`src/sfr_pkg.sv`:
```
// ----------------------------------------------------------------------------
// sfr_pkg
// Types and constants for the stream find/replace block.
// ----------------------------------------------------------------------------
package sfr_pkg;

    localparam int CHAR_W    = 8;
    localparam int CNT_W     = 4;   // holds 0..8 pending bytes
    localparam int WORD_W    = 64;  // pattern and replacement words
    localparam int REP_MAX   = 8;
    localparam int IDX_W     = 3;   // replacement byte index
    localparam int TOTAL_W   = 32;
    localparam int CFG_IDX_W = 2;

    typedef enum logic [CFG_IDX_W-1:0] {
        CFG_PATTERN_BYTES,
        CFG_PATTERN_LENGTH,
        CFG_REPLACEMENT_BYTES,
        CFG_REPLACEMENT_LENGTH
    } t_cfg_index;

    typedef enum logic [1:0] {
        CELL_HOLD,
        CELL_LOAD,
        CELL_SHIFT
    } t_cell_op;

    // controller -> cell row
    typedef struct packed {
        logic              append;
        logic              shift;
        logic [CNT_W-1:0]  count;
        logic [CHAR_W-1:0] char_in;
    } t_row_ctl;

    // cell row -> controller
    typedef struct packed {
        logic [CHAR_W-1:0] front;
        logic              prefix;       // live bytes match the pattern head
        logic              prefix_next;  // same, after dropping the front byte
    } t_row_stat;

endpackage

```
`src/sfr_cell.sv`:
```
// ----------------------------------------------------------------------------
// sfr_cell
// One pending-byte cell: holds a byte, loads, or takes its neighbor's byte.
// ----------------------------------------------------------------------------
module sfr_cell (
    input  logic                      i_clk,
    input  sfr_pkg::t_cell_op         i_op,
    input  logic [sfr_pkg::CHAR_W-1:0] i_load_byte,
    input  logic [sfr_pkg::CHAR_W-1:0] i_next_byte,
    input  logic [sfr_pkg::CHAR_W-1:0] i_pat_here,
    input  logic [sfr_pkg::CHAR_W-1:0] i_pat_prev,
    output logic [sfr_pkg::CHAR_W-1:0] o_byte,
    output logic                      o_eq_here,
    output logic                      o_eq_prev
);
    import sfr_pkg::*;

    logic [CHAR_W-1:0] r_byte;

    always_ff @(posedge i_clk) begin
        case (i_op)
            CELL_LOAD:  r_byte <= i_load_byte;
            CELL_SHIFT: r_byte <= i_next_byte;
            CELL_HOLD:  r_byte <= r_byte;
            default:    r_byte <= r_byte;
        endcase
    end

    assign o_byte    = r_byte;
    // compare against own pattern slot and the slot one to the left
    assign o_eq_here = (r_byte == i_pat_here);
    assign o_eq_prev = (r_byte == i_pat_prev);

endmodule

```
`src/sfr_row.sv`:
```
// ----------------------------------------------------------------------------
// sfr_row
// Row of pending-byte cells shifting toward the front, with prefix checks.
// ----------------------------------------------------------------------------
module sfr_row #(
    parameter int CELLS = 8
) (
    input  logic                      i_clk,
    input  sfr_pkg::t_row_ctl         i_ctl,
    input  logic [sfr_pkg::WORD_W-1:0] i_pattern,
    output sfr_pkg::t_row_stat        o_stat
);
    import sfr_pkg::*;

    logic [CHAR_W-1:0] w_byte [CELLS];
    t_cell_op          w_op   [CELLS];
    logic [CELLS-1:0]  w_live;
    logic [CELLS-1:0]  w_eq_here;
    logic [CELLS-1:0]  w_eq_prev;

    for (genvar g = 0; g < CELLS; g++) begin : g_cell
        logic [CHAR_W-1:0] w_next;
        logic [CHAR_W-1:0] w_prev_pat;

        if (g == CELLS - 1) begin : g_tail
            assign w_next = '0;
        end else begin : g_mid
            assign w_next = w_byte[g+1];
        end

        if (g == 0) begin : g_head
            assign w_prev_pat = '0;
        end else begin : g_body
            assign w_prev_pat = i_pattern[CHAR_W*(g-1) +: CHAR_W];
        end

        assign w_live[g] = (CNT_W'(g) < i_ctl.count);

        always_comb begin
            if (i_ctl.shift) begin
                w_op[g] = CELL_SHIFT;
            end else if (i_ctl.append && (i_ctl.count == CNT_W'(g))) begin
                w_op[g] = CELL_LOAD;
            end else begin
                w_op[g] = CELL_HOLD;
            end
        end

        sfr_cell u_cell (
            .i_clk       (i_clk),
            .i_op        (w_op[g]),
            .i_load_byte (i_ctl.char_in),
            .i_next_byte (w_next),
            .i_pat_here  (i_pattern[CHAR_W*g +: CHAR_W]),
            .i_pat_prev  (w_prev_pat),
            .o_byte      (w_byte[g]),
            .o_eq_here   (w_eq_here[g]),
            .o_eq_prev   (w_eq_prev[g])
        );
    end

    always_comb begin
        o_stat.front       = w_byte[0];
        o_stat.prefix      = 1'b1;
        o_stat.prefix_next = 1'b1;
        for (int i = 0; i < CELLS; i++) begin
            if (w_live[i] && !w_eq_here[i]) begin
                o_stat.prefix = 1'b0;
            end
        end
        // after a shift, cell i sits at i-1 and stays live iff i < count
        for (int i = 1; i < CELLS; i++) begin
            if (w_live[i] && !w_eq_prev[i]) begin
                o_stat.prefix_next = 1'b0;
            end
        end
    end

endmodule

```
`src/stream_find_replace_top.sv`:
```
// ----------------------------------------------------------------------------
// stream_find_replace_top: find/replace over a byte stream, pending bytes in a cell row
// Empty pattern: bytes go straight to the output register; else via the cell row first.
// Input stalls outside the idle state and while the output register is blocked; a
// release, a match or a line end sends 0..8 output bytes before input is taken again.
// Reset: synchronous active-low; clears control, config and both counts, not output data.
// ----------------------------------------------------------------------------
module stream_find_replace_top #(
    parameter int MAX_PATTERN = 8,
    parameter int COUNT_WIDTH = 32
) (
    input  logic                          i_clk,
    input  logic                          i_rst_n,
    // input byte stream
    input  logic                          i_in_valid,
    output logic                          o_in_stall,
    input  logic [sfr_pkg::CHAR_W-1:0]    i_char_in,
    input  logic                          i_line_end,
    // output byte stream
    output logic                          o_out_valid,
    input  logic                          i_out_stall,
    output logic [sfr_pkg::CHAR_W-1:0]    o_char_out,
    output logic                          o_run_last,
    output logic [sfr_pkg::TOTAL_W-1:0]   o_matches_total,
    // register writes
    input  logic                          i_cfg_valid,
    output logic                          o_cfg_ready,
    input  logic [sfr_pkg::CFG_IDX_W-1:0] i_cfg_index,
    input  logic [sfr_pkg::WORD_W-1:0]    i_cfg_data
);
    import sfr_pkg::*;

    localparam logic [CNT_W-1:0] PAT_CAP = CNT_W'(MAX_PATTERN);
    localparam logic [CNT_W-1:0] REP_CAP = CNT_W'(REP_MAX);

    typedef enum logic [1:0] {
        ST_IDLE,
        ST_SCAN,
        ST_DRAIN,
        ST_REPL
    } t_state;

    t_state                 r_state,      n_state;
    logic [WORD_W-1:0]      r_pat_bytes;
    logic [CNT_W-1:0]       r_pat_len;
    logic [WORD_W-1:0]      r_rep_bytes;
    logic [CNT_W-1:0]       r_rep_len;
    logic [CNT_W-1:0]       r_count,      n_count;
    logic                   r_flush,      n_flush;
    logic [IDX_W-1:0]       r_idx,        n_idx;
    logic [COUNT_WIDTH-1:0] r_matches,    n_matches;
    logic                   r_out_valid,  n_out_valid;
    logic [CHAR_W-1:0]      r_out_char,   n_out_char;
    logic                   r_out_last,   n_out_last;
    logic [TOTAL_W-1:0]     r_out_total,  n_out_total;

    logic [CNT_W-1:0]       w_plen;
    logic [CNT_W-1:0]       w_rlen;
    logic [TOTAL_W-1:0]     w_total;
    logic [CHAR_W-1:0]      w_rep_byte;
    logic                   w_rep_last;
    logic                   w_slot_free;
    logic                   w_accept;
    t_row_ctl               w_row_ctl;
    t_row_stat              w_row_stat;

    assign w_plen = (r_pat_len > PAT_CAP) ? PAT_CAP : r_pat_len;
    assign w_rlen = (r_rep_len > REP_CAP) ? REP_CAP : r_rep_len;

    if (COUNT_WIDTH > TOTAL_W) begin : g_total_sat
        assign w_total = (|r_matches[COUNT_WIDTH-1:TOTAL_W]) ? '1
                                                              : r_matches[TOTAL_W-1:0];
    end else begin : g_total_ext
        assign w_total = TOTAL_W'(r_matches);
    end

    assign w_rep_byte = r_rep_bytes[{r_idx, 3'b000} +: CHAR_W];
    assign w_rep_last = ((CNT_W'(r_idx) + CNT_W'(1)) == w_rlen);

    // output register is free, or its byte leaves this cycle
    assign w_slot_free = !r_out_valid || !i_out_stall;
    assign o_in_stall  = (r_state != ST_IDLE) || !w_slot_free;
    assign w_accept    = i_in_valid && !o_in_stall;
    assign o_cfg_ready = 1'b1;

    sfr_row #(
        .CELLS (MAX_PATTERN)
    ) u_row (
        .i_clk     (i_clk),
        .i_ctl     (w_row_ctl),
        .i_pattern (r_pat_bytes),
        .o_stat    (w_row_stat)
    );

    always_comb begin
        n_state     = r_state;
        n_count     = r_count;
        n_flush     = r_flush;
        n_idx       = r_idx;
        n_matches   = r_matches;
        n_out_valid = r_out_valid && i_out_stall;
        n_out_char  = r_out_char;
        n_out_last  = r_out_last;
        n_out_total = r_out_total;

        w_row_ctl.append  = 1'b0;
        w_row_ctl.shift   = 1'b0;
        w_row_ctl.count   = r_count;
        w_row_ctl.char_in = i_char_in;

        case (r_state)
            ST_IDLE: begin
                if (w_accept) begin
                    if (w_plen == '0) begin
                        n_out_valid = 1'b1;
                        n_out_char  = i_char_in;
                        n_out_last  = 1'b1;
                        n_out_total = w_total;
                    end else begin
                        w_row_ctl.append = 1'b1;
                        n_count          = r_count + CNT_W'(1);
                        n_flush          = i_line_end;
                        n_state          = ST_SCAN;
                    end
                end
            end
            ST_SCAN: begin
                if ((r_count == w_plen) && w_row_stat.prefix) begin
                    // full match: drop pending, count it, send the replacement
                    n_count = '0;
                    if (r_matches != {COUNT_WIDTH{1'b1}}) begin
                        n_matches = r_matches + COUNT_WIDTH'(1);
                    end
                    n_idx   = '0;
                    n_state = (w_rlen == '0) ? ST_IDLE : ST_REPL;
                end else if (r_flush) begin
                    // line end: every pending byte goes out in order
                    n_state = ST_DRAIN;
                end else if (w_row_stat.prefix) begin
                    n_state = ST_IDLE;
                end else if (w_slot_free) begin
                    n_out_valid     = 1'b1;
                    n_out_char      = w_row_stat.front;
                    n_out_last      = w_row_stat.prefix_next;
                    n_out_total     = w_total;
                    w_row_ctl.shift = 1'b1;
                    n_count         = r_count - CNT_W'(1);
                    if (w_row_stat.prefix_next) begin
                        n_state = ST_IDLE;
                    end
                end
            end
            ST_DRAIN: begin
                if (w_slot_free) begin
                    n_out_valid     = 1'b1;
                    n_out_char      = w_row_stat.front;
                    n_out_last      = (r_count == CNT_W'(1));
                    n_out_total     = w_total;
                    w_row_ctl.shift = 1'b1;
                    n_count         = r_count - CNT_W'(1);
                    if (r_count == CNT_W'(1)) begin
                        n_state = ST_IDLE;
                    end
                end
            end
            ST_REPL: begin
                if (w_slot_free) begin
                    n_out_valid = 1'b1;
                    n_out_char  = w_rep_byte;
                    n_out_last  = w_rep_last;
                    n_out_total = w_total;
                    n_idx       = r_idx + IDX_W'(1);
                    if (w_rep_last) begin
                        n_state = ST_IDLE;
                    end
                end
            end
            default: begin
                n_state = ST_IDLE;
            end
        endcase

        // a new pattern discards whatever is pending
        if (i_cfg_valid && o_cfg_ready &&
            ((t_cfg_index'(i_cfg_index) == CFG_PATTERN_BYTES) ||
             (t_cfg_index'(i_cfg_index) == CFG_PATTERN_LENGTH))) begin
            n_count = '0;
        end
    end

    always_ff @(posedge i_clk) begin
        if (!i_rst_n) begin
            r_state     <= ST_IDLE;
            r_count     <= '0;
            r_flush     <= 1'b0;
            r_idx       <= '0;
            r_matches   <= '0;
            r_out_valid <= 1'b0;
            r_pat_bytes <= '0;
            r_pat_len   <= '0;
            r_rep_bytes <= '0;
            r_rep_len   <= '0;
        end else begin
            r_state     <= n_state;
            r_count     <= n_count;
            r_flush     <= n_flush;
            r_idx       <= n_idx;
            r_matches   <= n_matches;
            r_out_valid <= n_out_valid;
            r_out_char  <= n_out_char;
            r_out_last  <= n_out_last;
            r_out_total <= n_out_total;
            if (i_cfg_valid) begin
                case (t_cfg_index'(i_cfg_index))
                    CFG_PATTERN_BYTES: begin
                        r_pat_bytes <= i_cfg_data;
                    end
                    CFG_PATTERN_LENGTH: begin
                        r_pat_len <= i_cfg_data[CNT_W-1:0];
                    end
                    CFG_REPLACEMENT_BYTES: begin
                        r_rep_bytes <= i_cfg_data;
                    end
                    CFG_REPLACEMENT_LENGTH: begin
                        r_rep_len <= i_cfg_data[CNT_W-1:0];
                    end
                    default: begin
                        r_rep_len <= r_rep_len;
                    end
                endcase
            end
        end
    end

    assign o_out_valid     = r_out_valid;
    assign o_char_out      = r_out_char;
    assign o_run_last      = r_out_last;
    assign o_matches_total = r_out_total;

endmodule

```
`config.mk`:
```
export PLATFORM = sky130hd
export DESIGN_NAME = stream_find_replace_top
export DESIGN_NICKNAME = d
export VERILOG_FILES = /design/src/sfr_pkg.sv /design/src/sfr_cell.sv /design/src/sfr_row.sv /design/src/stream_find_replace_top.sv
export SDC_FILE = /design/constraint.sdc
export NUM_CORES = 1
export LEC_CHECK = 0
export BUFFER_PORTS_ARGS = -buffer_cell sky130_fd_sc_hd__buf_2
export CORE_UTILIZATION = 30
export CTS_CLUSTER_DIAMETER = 150
export DETAILED_ROUTE_END_ITERATION = 10
export PLACE_DENSITY = 0.57
export SLEW_MARGIN = 40
export SYNTH_ARGS = -nofsm -noshare
export SYNTH_HDL_FRONTEND = slang
export SYNTH_SLANG_ARGS = --single-unit
```
`constraint.sdc`:
```
create_clock -name i_clk -period 4.94 [get_ports i_clk]
set_input_delay 1.482 -clock i_clk [delete_from_list [all_inputs] [get_ports i_clk]]
set_output_delay 1.482 -clock i_clk [all_outputs]
set_load 0.01 [all_outputs]
```
==> flow_summary.html <==
<table>
<tr><th>Metric</th><th>Value</th></tr>
<tr><th colspan="2">Final layout</th></tr>
<tr><td>Finished Layout Cells</td><td>2055</td></tr>
<tr><td>Count of fill cells added during filler insertion</td><td>4456</td></tr>
<tr><td>Layout cells sized above 1</td><td>19.3%</td></tr>
<tr><td>Diodes inserted</td><td>0</td></tr>
<tr><td>Synth-to-layout area growth</td><td>15.6%</td></tr>
<tr><td>Net count, final</td><td>1537</td></tr>
<tr><th colspan="2">Critical path</th></tr>
<tr><td>Ordered list of cells on the worst path</td><td>inv_1 -&gt; ha_1 -&gt; inv_1 -&gt; a21oi_1 -&gt; a21oi_1 -&gt; nor4_4 -&gt; nand3_2 -&gt; or2b_1 -&gt; nor2_1 -&gt; o21bai_4 -&gt; buf_12 -&gt; mux2_2</td></tr>
<tr><td>Startpoint class of the critical path</td><td>flop</td></tr>
<tr><td>Category of the worst setup path capture point</td><td>flop</td></tr>
<tr><td>Largest fanout on the critical path</td><td>48</td></tr>
<tr><td>R2R depth</td><td>12</td></tr>
<tr><td>WP data arrival</td><td>4.07 ns</td></tr>
<tr><td>Required time of the worst setup path</td><td>5.24 ns</td></tr>
<tr><td>Dominant delay contributor by cell family on the critical path</td><td>compound AO/OA/AOI/OAI gates</td></tr>
<tr><td>Critical Path Slowest Stage Cell</td><td>sky130_fd_sc_hd__o21bai_4</td></tr>
<tr><td>Worst Path Buf+Inv</td><td>3</td></tr>
<tr><td>Number of stages on the worst setup path</td><td>12</td></tr>
<tr><td>Biggest cell delay along the critical path</td><td>between 0.5 and 0.6 ns</td></tr>
<tr><td>Worst setup path class</td><td>flop to flop</td></tr>
<tr><th colspan="2">Detailed routing</th></tr>
<tr><td>Average routed wire per standard cell</td><td>19.4 µm</td></tr>
<tr><td>Drt via density</td><td>5.06</td></tr>
<tr><td>Antenna viol nets, final</td><td>0</td></tr>
<tr><td>Final Routed Wirelength</td><td>a little under 40 mm</td></tr>
<tr><td>DR DRC count</td><td>0</td></tr>
<tr><td>First-pass iteration count of the detailed router</td><td>5</td></tr>
<tr><td>Total via count after detailed routing</td><td>10400</td></tr>
<tr><td>Count of routing violations after the opening detailed-route iteration</td><td>901</td></tr>
<tr><th colspan="2">Status</th></tr>
<tr><td>Run status</td><td>completed</td></tr>
<tr><th colspan="2">Synth</th></tr>
<tr><td>Net Count, Synth</td><td>1453</td></tr>
<tr><td>Flip-flop cell with the highest count after synthesis</td><td>sky130_fd_sc_hd__dfxtp_1</td></tr>
<tr><td>Avg Cell Area, Syn</td><td>9.79 µm²</td></tr>
<tr><td>Number of library cell types mapped by synthesis</td><td>72</td></tr>
<tr><td>Post-Syn Instances</td><td>1363</td></tr>
<tr><td>Number of storage elements in the synthesis netlist</td><td>roughly 280</td></tr>
<tr><td>Proportion of register bits with asynchronous set or reset after synthesis</td><td>0%</td></tr>
<tr><td>Sequential area share after synthesis</td><td>50.5%</td></tr>
<tr><td>Netlist area before placement</td><td>13300 µm²</td></tr>
<tr><td>YS warnings</td><td>0</td></tr>
<tr><td>Number of flops mapped to enable cells by yosys</td><td>105</td></tr>
<tr><th colspan="2">GRT</th></tr>
<tr><td>Largest net degree at the start of global routing</td><td>roughly 150</td></tr>
<tr><td>Global-route wire length before repair</td><td>59.7 mm</td></tr>
<tr><td>Combined global-route utilization of all metal layers</td><td>between 15 and 20%</td></tr>
<tr><td>Initial antenna violation count</td><td>1</td></tr>
<tr><td>Vias in the first global route</td><td>about 9900</td></tr>
<tr><td>GR Overflow Total</td><td>0</td></tr>
<tr><th colspan="2">Floorplan</th></tr>
<tr><td>Placeable core region</td><td>43500 µm²</td></tr>
<tr><td>Die area</td><td>about 45000 µm²</td></tr>
<tr><td>Starting density of the core</td><td>30.7%</td></tr>
<tr><td>Die boundary width</td><td>213 µm</td></tr>
<tr><td>Die Height</td><td>~210 µm</td></tr>
<tr><td>Top-level port count</td><td>between 100 and 150</td></tr>
<tr><td>Number of standard-cell rows in the floorplan</td><td>76</td></tr>
<tr><th colspan="2">Clock tree</th></tr>
<tr><td>Number of H-tree levels</td><td>1</td></tr>
<tr><td>Clock tree root driver cell</td><td>sky130_fd_sc_hd__clkbuf_16</td></tr>
<tr><td>Clock buffer count from CTS</td><td>30</td></tr>
<tr><td>Source-to-sink clock delay at the later pin of the worst-skew pair</td><td>0.57 ns</td></tr>
<tr><td>Clock sink count</td><td>284</td></tr>
<tr><td>Post-CTS Setup Inserts</td><td>0</td></tr>
<tr><td>Maximum root-to-sink buffer count</td><td>3</td></tr>
<tr><td>Clock-pin slew reported for the worst setup and hold paths after clock tree synthesis</td><td>0.07 ns</td></tr>
<tr><td>Total of cells resized after clock tree synthesis</td><td>0</td></tr>
<tr><td>TritonCTS clock tree</td><td>done</td></tr>
<tr><td>Number of buffers inserted for hold repair after clock tree synthesis</td><td>0</td></tr>
<tr><th colspan="2">STA</th></tr>
<tr><td>Final setup skew</td><td>0.0264 ns</td></tr>
<tr><td>Final count of pins violating max slew</td><td>0</td></tr>
<tr><td>Setup Viol. Count Final</td><td>0</td></tr>
<tr><td>Final-report hold violation count</td><td>0</td></tr>
<tr><td>Minimum clock period after layout</td><td>about 3.8 ns</td></tr>
<tr><td>Fin Setup TNS</td><td>0 ns</td></tr>
<tr><td>Remaining max-slew budget at the tightest pin</td><td>46.8%</td></tr>
<tr><td>Setup repair after global routing missed its margin</td><td>no</td></tr>
<tr><td>Max Freq</td><td>0.265 GHz</td></tr>
<tr><td>Period Utilization, post-route</td><td>approximately three quarters</td></tr>
<tr><td>Slew @ Worst Pin</td><td>approximately 0.8 ns</td></tr>
<tr><th colspan="2">Min path</th></tr>
<tr><td>Hold Path Stages</td><td>2</td></tr>
<tr><td>Class of the most critical hold timing path</td><td>flop to flop</td></tr>
<tr><th colspan="2">Placed design</th></tr>
<tr><td>Final weighted congestion in routability-driven placement</td><td>around 0.92</td></tr>
<tr><td>Port Buf Inserts</td><td>approximately 120</td></tr>
<tr><td>Detailed-placement wirelength estimate</td><td>slightly below 30 mm</td></tr>
<tr><td>Post-Place Cells</td><td>2000</td></tr>
<tr><th colspan="2">Power and ir drop</th></tr>
<tr><td>Power per cell area</td><td>375 nW/µm²</td></tr>
<tr><td>Total chip power</td><td>5.79 mW</td></tr>
<tr><td>P_leak</td><td>about 5.6 nW</td></tr>
<tr><td>Worst-case vdd ir drop</td><td>0.000238 V</td></tr>
<tr><th colspan="2">Run</th></tr>
<tr><td>Reported max-cap violation count</td><td>0</td></tr>
</table>
[cell usage in the layout, fill, tap and decap left out, types with 3 or more instances in the layout]
master and instances:
sky130_fd_sc_hd__or3_1 19, sky130_fd_sc_hd__edfxtp_1 105, sky130_fd_sc_hd__clkbuf_8 5, sky130_fd_sc_hd__nor4_1 25
sky130_fd_sc_hd__a221oi_1 8, sky130_fd_sc_hd__nor2_1 33, sky130_fd_sc_hd__nand3_1 18, sky130_fd_sc_hd__mux2i_1 13
sky130_fd_sc_hd__nand4_1 19, sky130_fd_sc_hd__ha_1 9, sky130_fd_sc_hd__nand2b_1 4, sky130_fd_sc_hd__o21ai_0 25
sky130_fd_sc_hd__nand3_2 3, sky130_fd_sc_hd__clkbuf_1 10, sky130_fd_sc_hd__nand2_1 303, sky130_fd_sc_hd__inv_1 25
sky130_fd_sc_hd__a311oi_1 5, sky130_fd_sc_hd__dfxtp_1 179, sky130_fd_sc_hd__or4_1 12, sky130_fd_sc_hd__xnor2_1 37
sky130_fd_sc_hd__nor2_4 3, sky130_fd_sc_hd__xor2_1 89, sky130_fd_sc_hd__o211ai_1 6, sky130_fd_sc_hd__buf_4 9
sky130_fd_sc_hd__clkinv_2 4, sky130_fd_sc_hd__or2_2 4, sky130_fd_sc_hd__mux4_2 16, sky130_fd_sc_hd__mux2_2 65
sky130_fd_sc_hd__clkbuf_16 32, sky130_fd_sc_hd__a31oi_1 9, sky130_fd_sc_hd__and2_1 12, sky130_fd_sc_hd__o31ai_1 6
sky130_fd_sc_hd__nor3_1 8, sky130_fd_sc_hd__a21oi_1 175, sky130_fd_sc_hd__buf_2 122
[area by class of cell]
| type | count | area (µm²) | area share (%) |
|---|---|---|---|
| Timing Repair Buffer | 133 | 718 | 4.66 |
| Clock buffer | 47 | 907 | 5.88 |
| Multi-Input combinational cell | 972 | 6190 | 40.1 |
| Tap cell | 585 | 732 | 4.74 |
| Inverter | 26 | 100 | 0.649 |
| Clock inverter | 8 | 46.3 | 0.300 |
| Sequential cell | 284 | 6740 | 43.7 |
[registers in the layout (all words and copies together) (netlist names), 3 cells and up]
signal                      flops
u_row.g_cell.u_cell.o_byte     64
o_char_out                      8
r_matches                      32
r_rep_bytes                    64
r_count                         4
r_idx                           3
r_pat_bytes                    64
r_rep_len                       4
o_matches_total                32
r_pat_len                       4
[routing by layer]
layer  GRT usage (%)  vias up  share of wire (%)
li1                -     4957                  -
met4            4.04        0                2.1
met2            27.7      328                 46
met5               0        -                  0
met1            25.1     5067                 46
met3            2.02       53                5.4
[worst reg2reg max path, cell delays in order (launching register included)]
cell                       delay, ns
sky130_fd_sc_hd__dfxtp_1        0.44
sky130_fd_sc_hd__inv_1          0.20
sky130_fd_sc_hd__ha_1           0.32
sky130_fd_sc_hd__inv_1          0.12
sky130_fd_sc_hd__a21oi_1        0.23
sky130_fd_sc_hd__a21oi_1        0.11
sky130_fd_sc_hd__nor4_4         0.27
sky130_fd_sc_hd__nand3_2        0.18
sky130_fd_sc_hd__or2b_1         0.24
sky130_fd_sc_hd__nor2_1         0.08
sky130_fd_sc_hd__o21bai_4       0.58
sky130_fd_sc_hd__buf_12         0.35
sky130_fd_sc_hd__mux2_2         0.39
[synth_stat cells, types with 4 or more instances]
cell / number / area (µm²)
sky130_fd_sc_hd__nand2_1: 303 / 1140
sky130_fd_sc_hd__dfxtp_1: 179 / 3580
sky130_fd_sc_hd__a21oi_1: 175 / 876
sky130_fd_sc_hd__edfxtp_1: 105 / 3150
sky130_fd_sc_hd__xor2_1: 89 / 780
sky130_fd_sc_hd__mux2_2: 65 / 732
sky130_fd_sc_hd__clkbuf_1: 62 / 233
sky130_fd_sc_hd__xnor2_1: 37 / 324
sky130_fd_sc_hd__nor2_1: 35 / 131
sky130_fd_sc_hd__inv_1: 26 / 97.6
sky130_fd_sc_hd__nor4_1: 25 / 156
sky130_fd_sc_hd__o21ai_0: 25 / 125
sky130_fd_sc_hd__nand4_1: 19 / 119
sky130_fd_sc_hd__or3_1: 19 / 119
sky130_fd_sc_hd__nand3_1: 18 / 90.1
sky130_fd_sc_hd__mux4_2: 16 / 360
sky130_fd_sc_hd__mux2i_1: 13 / 130
sky130_fd_sc_hd__and2_1: 12 / 75.1
sky130_fd_sc_hd__or4_1: 12 / 90.1
sky130_fd_sc_hd__ha_1: 10 / 125
sky130_fd_sc_hd__a31oi_1: 9 / 56.3
sky130_fd_sc_hd__buf_2: 9 / 45.0
sky130_fd_sc_hd__a221oi_1: 8 / 70.1
sky130_fd_sc_hd__nor3_1: 8 / 40.0
sky130_fd_sc_hd__o211ai_1: 6 / 45.0
sky130_fd_sc_hd__o31ai_1: 6 / 45.0
sky130_fd_sc_hd__a311oi_1: 5 / 43.8
sky130_fd_sc_hd__nand2b_1: 4 / 25.0
sky130_fd_sc_hd__or2_2: 4 / 25.0
[final timing paths]
check | slack, ns | endpoint | startpoint
setup / recovery | 1.17 | u_row.g_cell[6].u_cell.o_byte[4] | r_count[1]
hold / removal | 0.45 | r_rep_bytes[23] | r_rep_bytes[23]
setup reg to reg | 1.17 | u_row.g_cell[6].u_cell.o_byte[4] | r_count[1]
hold reg to reg | 0.45 | r_rep_bytes[23] | r_rep_bytes[23]
[power breakdown]
group	leakage [nW]	switching (mW)	internal [mW]
clock	0.468	0.929	1.26
combinational	2.75	0.574	0.326
sequential	2.42	0.100	2.60
[per-stage QoR]
stage / cell area [µm²] / setup slack [ns] / util, % / hold WS, ns
floorplan: 13300 / 1.60 / - / 0.433
global placement: 14500 / 1.25 / 33.3 / 0.440
detailed placement: 14500 / 1.20 / 33.3 / 0.447
CTS: 15400 / 1.24 / 35.5 / 0.455
global route: 15400 / 0.980 / 35.5 / 0.464
finish: 15400 / 1.17 / 35.5 / 0.451
[cells by family after synthesis]
kind of cell / count (synthesis) / share of synthesized area, %
other: 1 / 0.0281
DFF: 284 / 50.5
buffers and inverters: 107 / 3.41
muxes: 94 / 9.16
adders and majority gates: 10 / 0.937
xor gates and xnor gates: 126 / 8.27
AOI/OAI and AO/OA: 257 / 10.9
and+or+nand+nor: 484 / 16.8
Power figures use the tool's default switching activity.
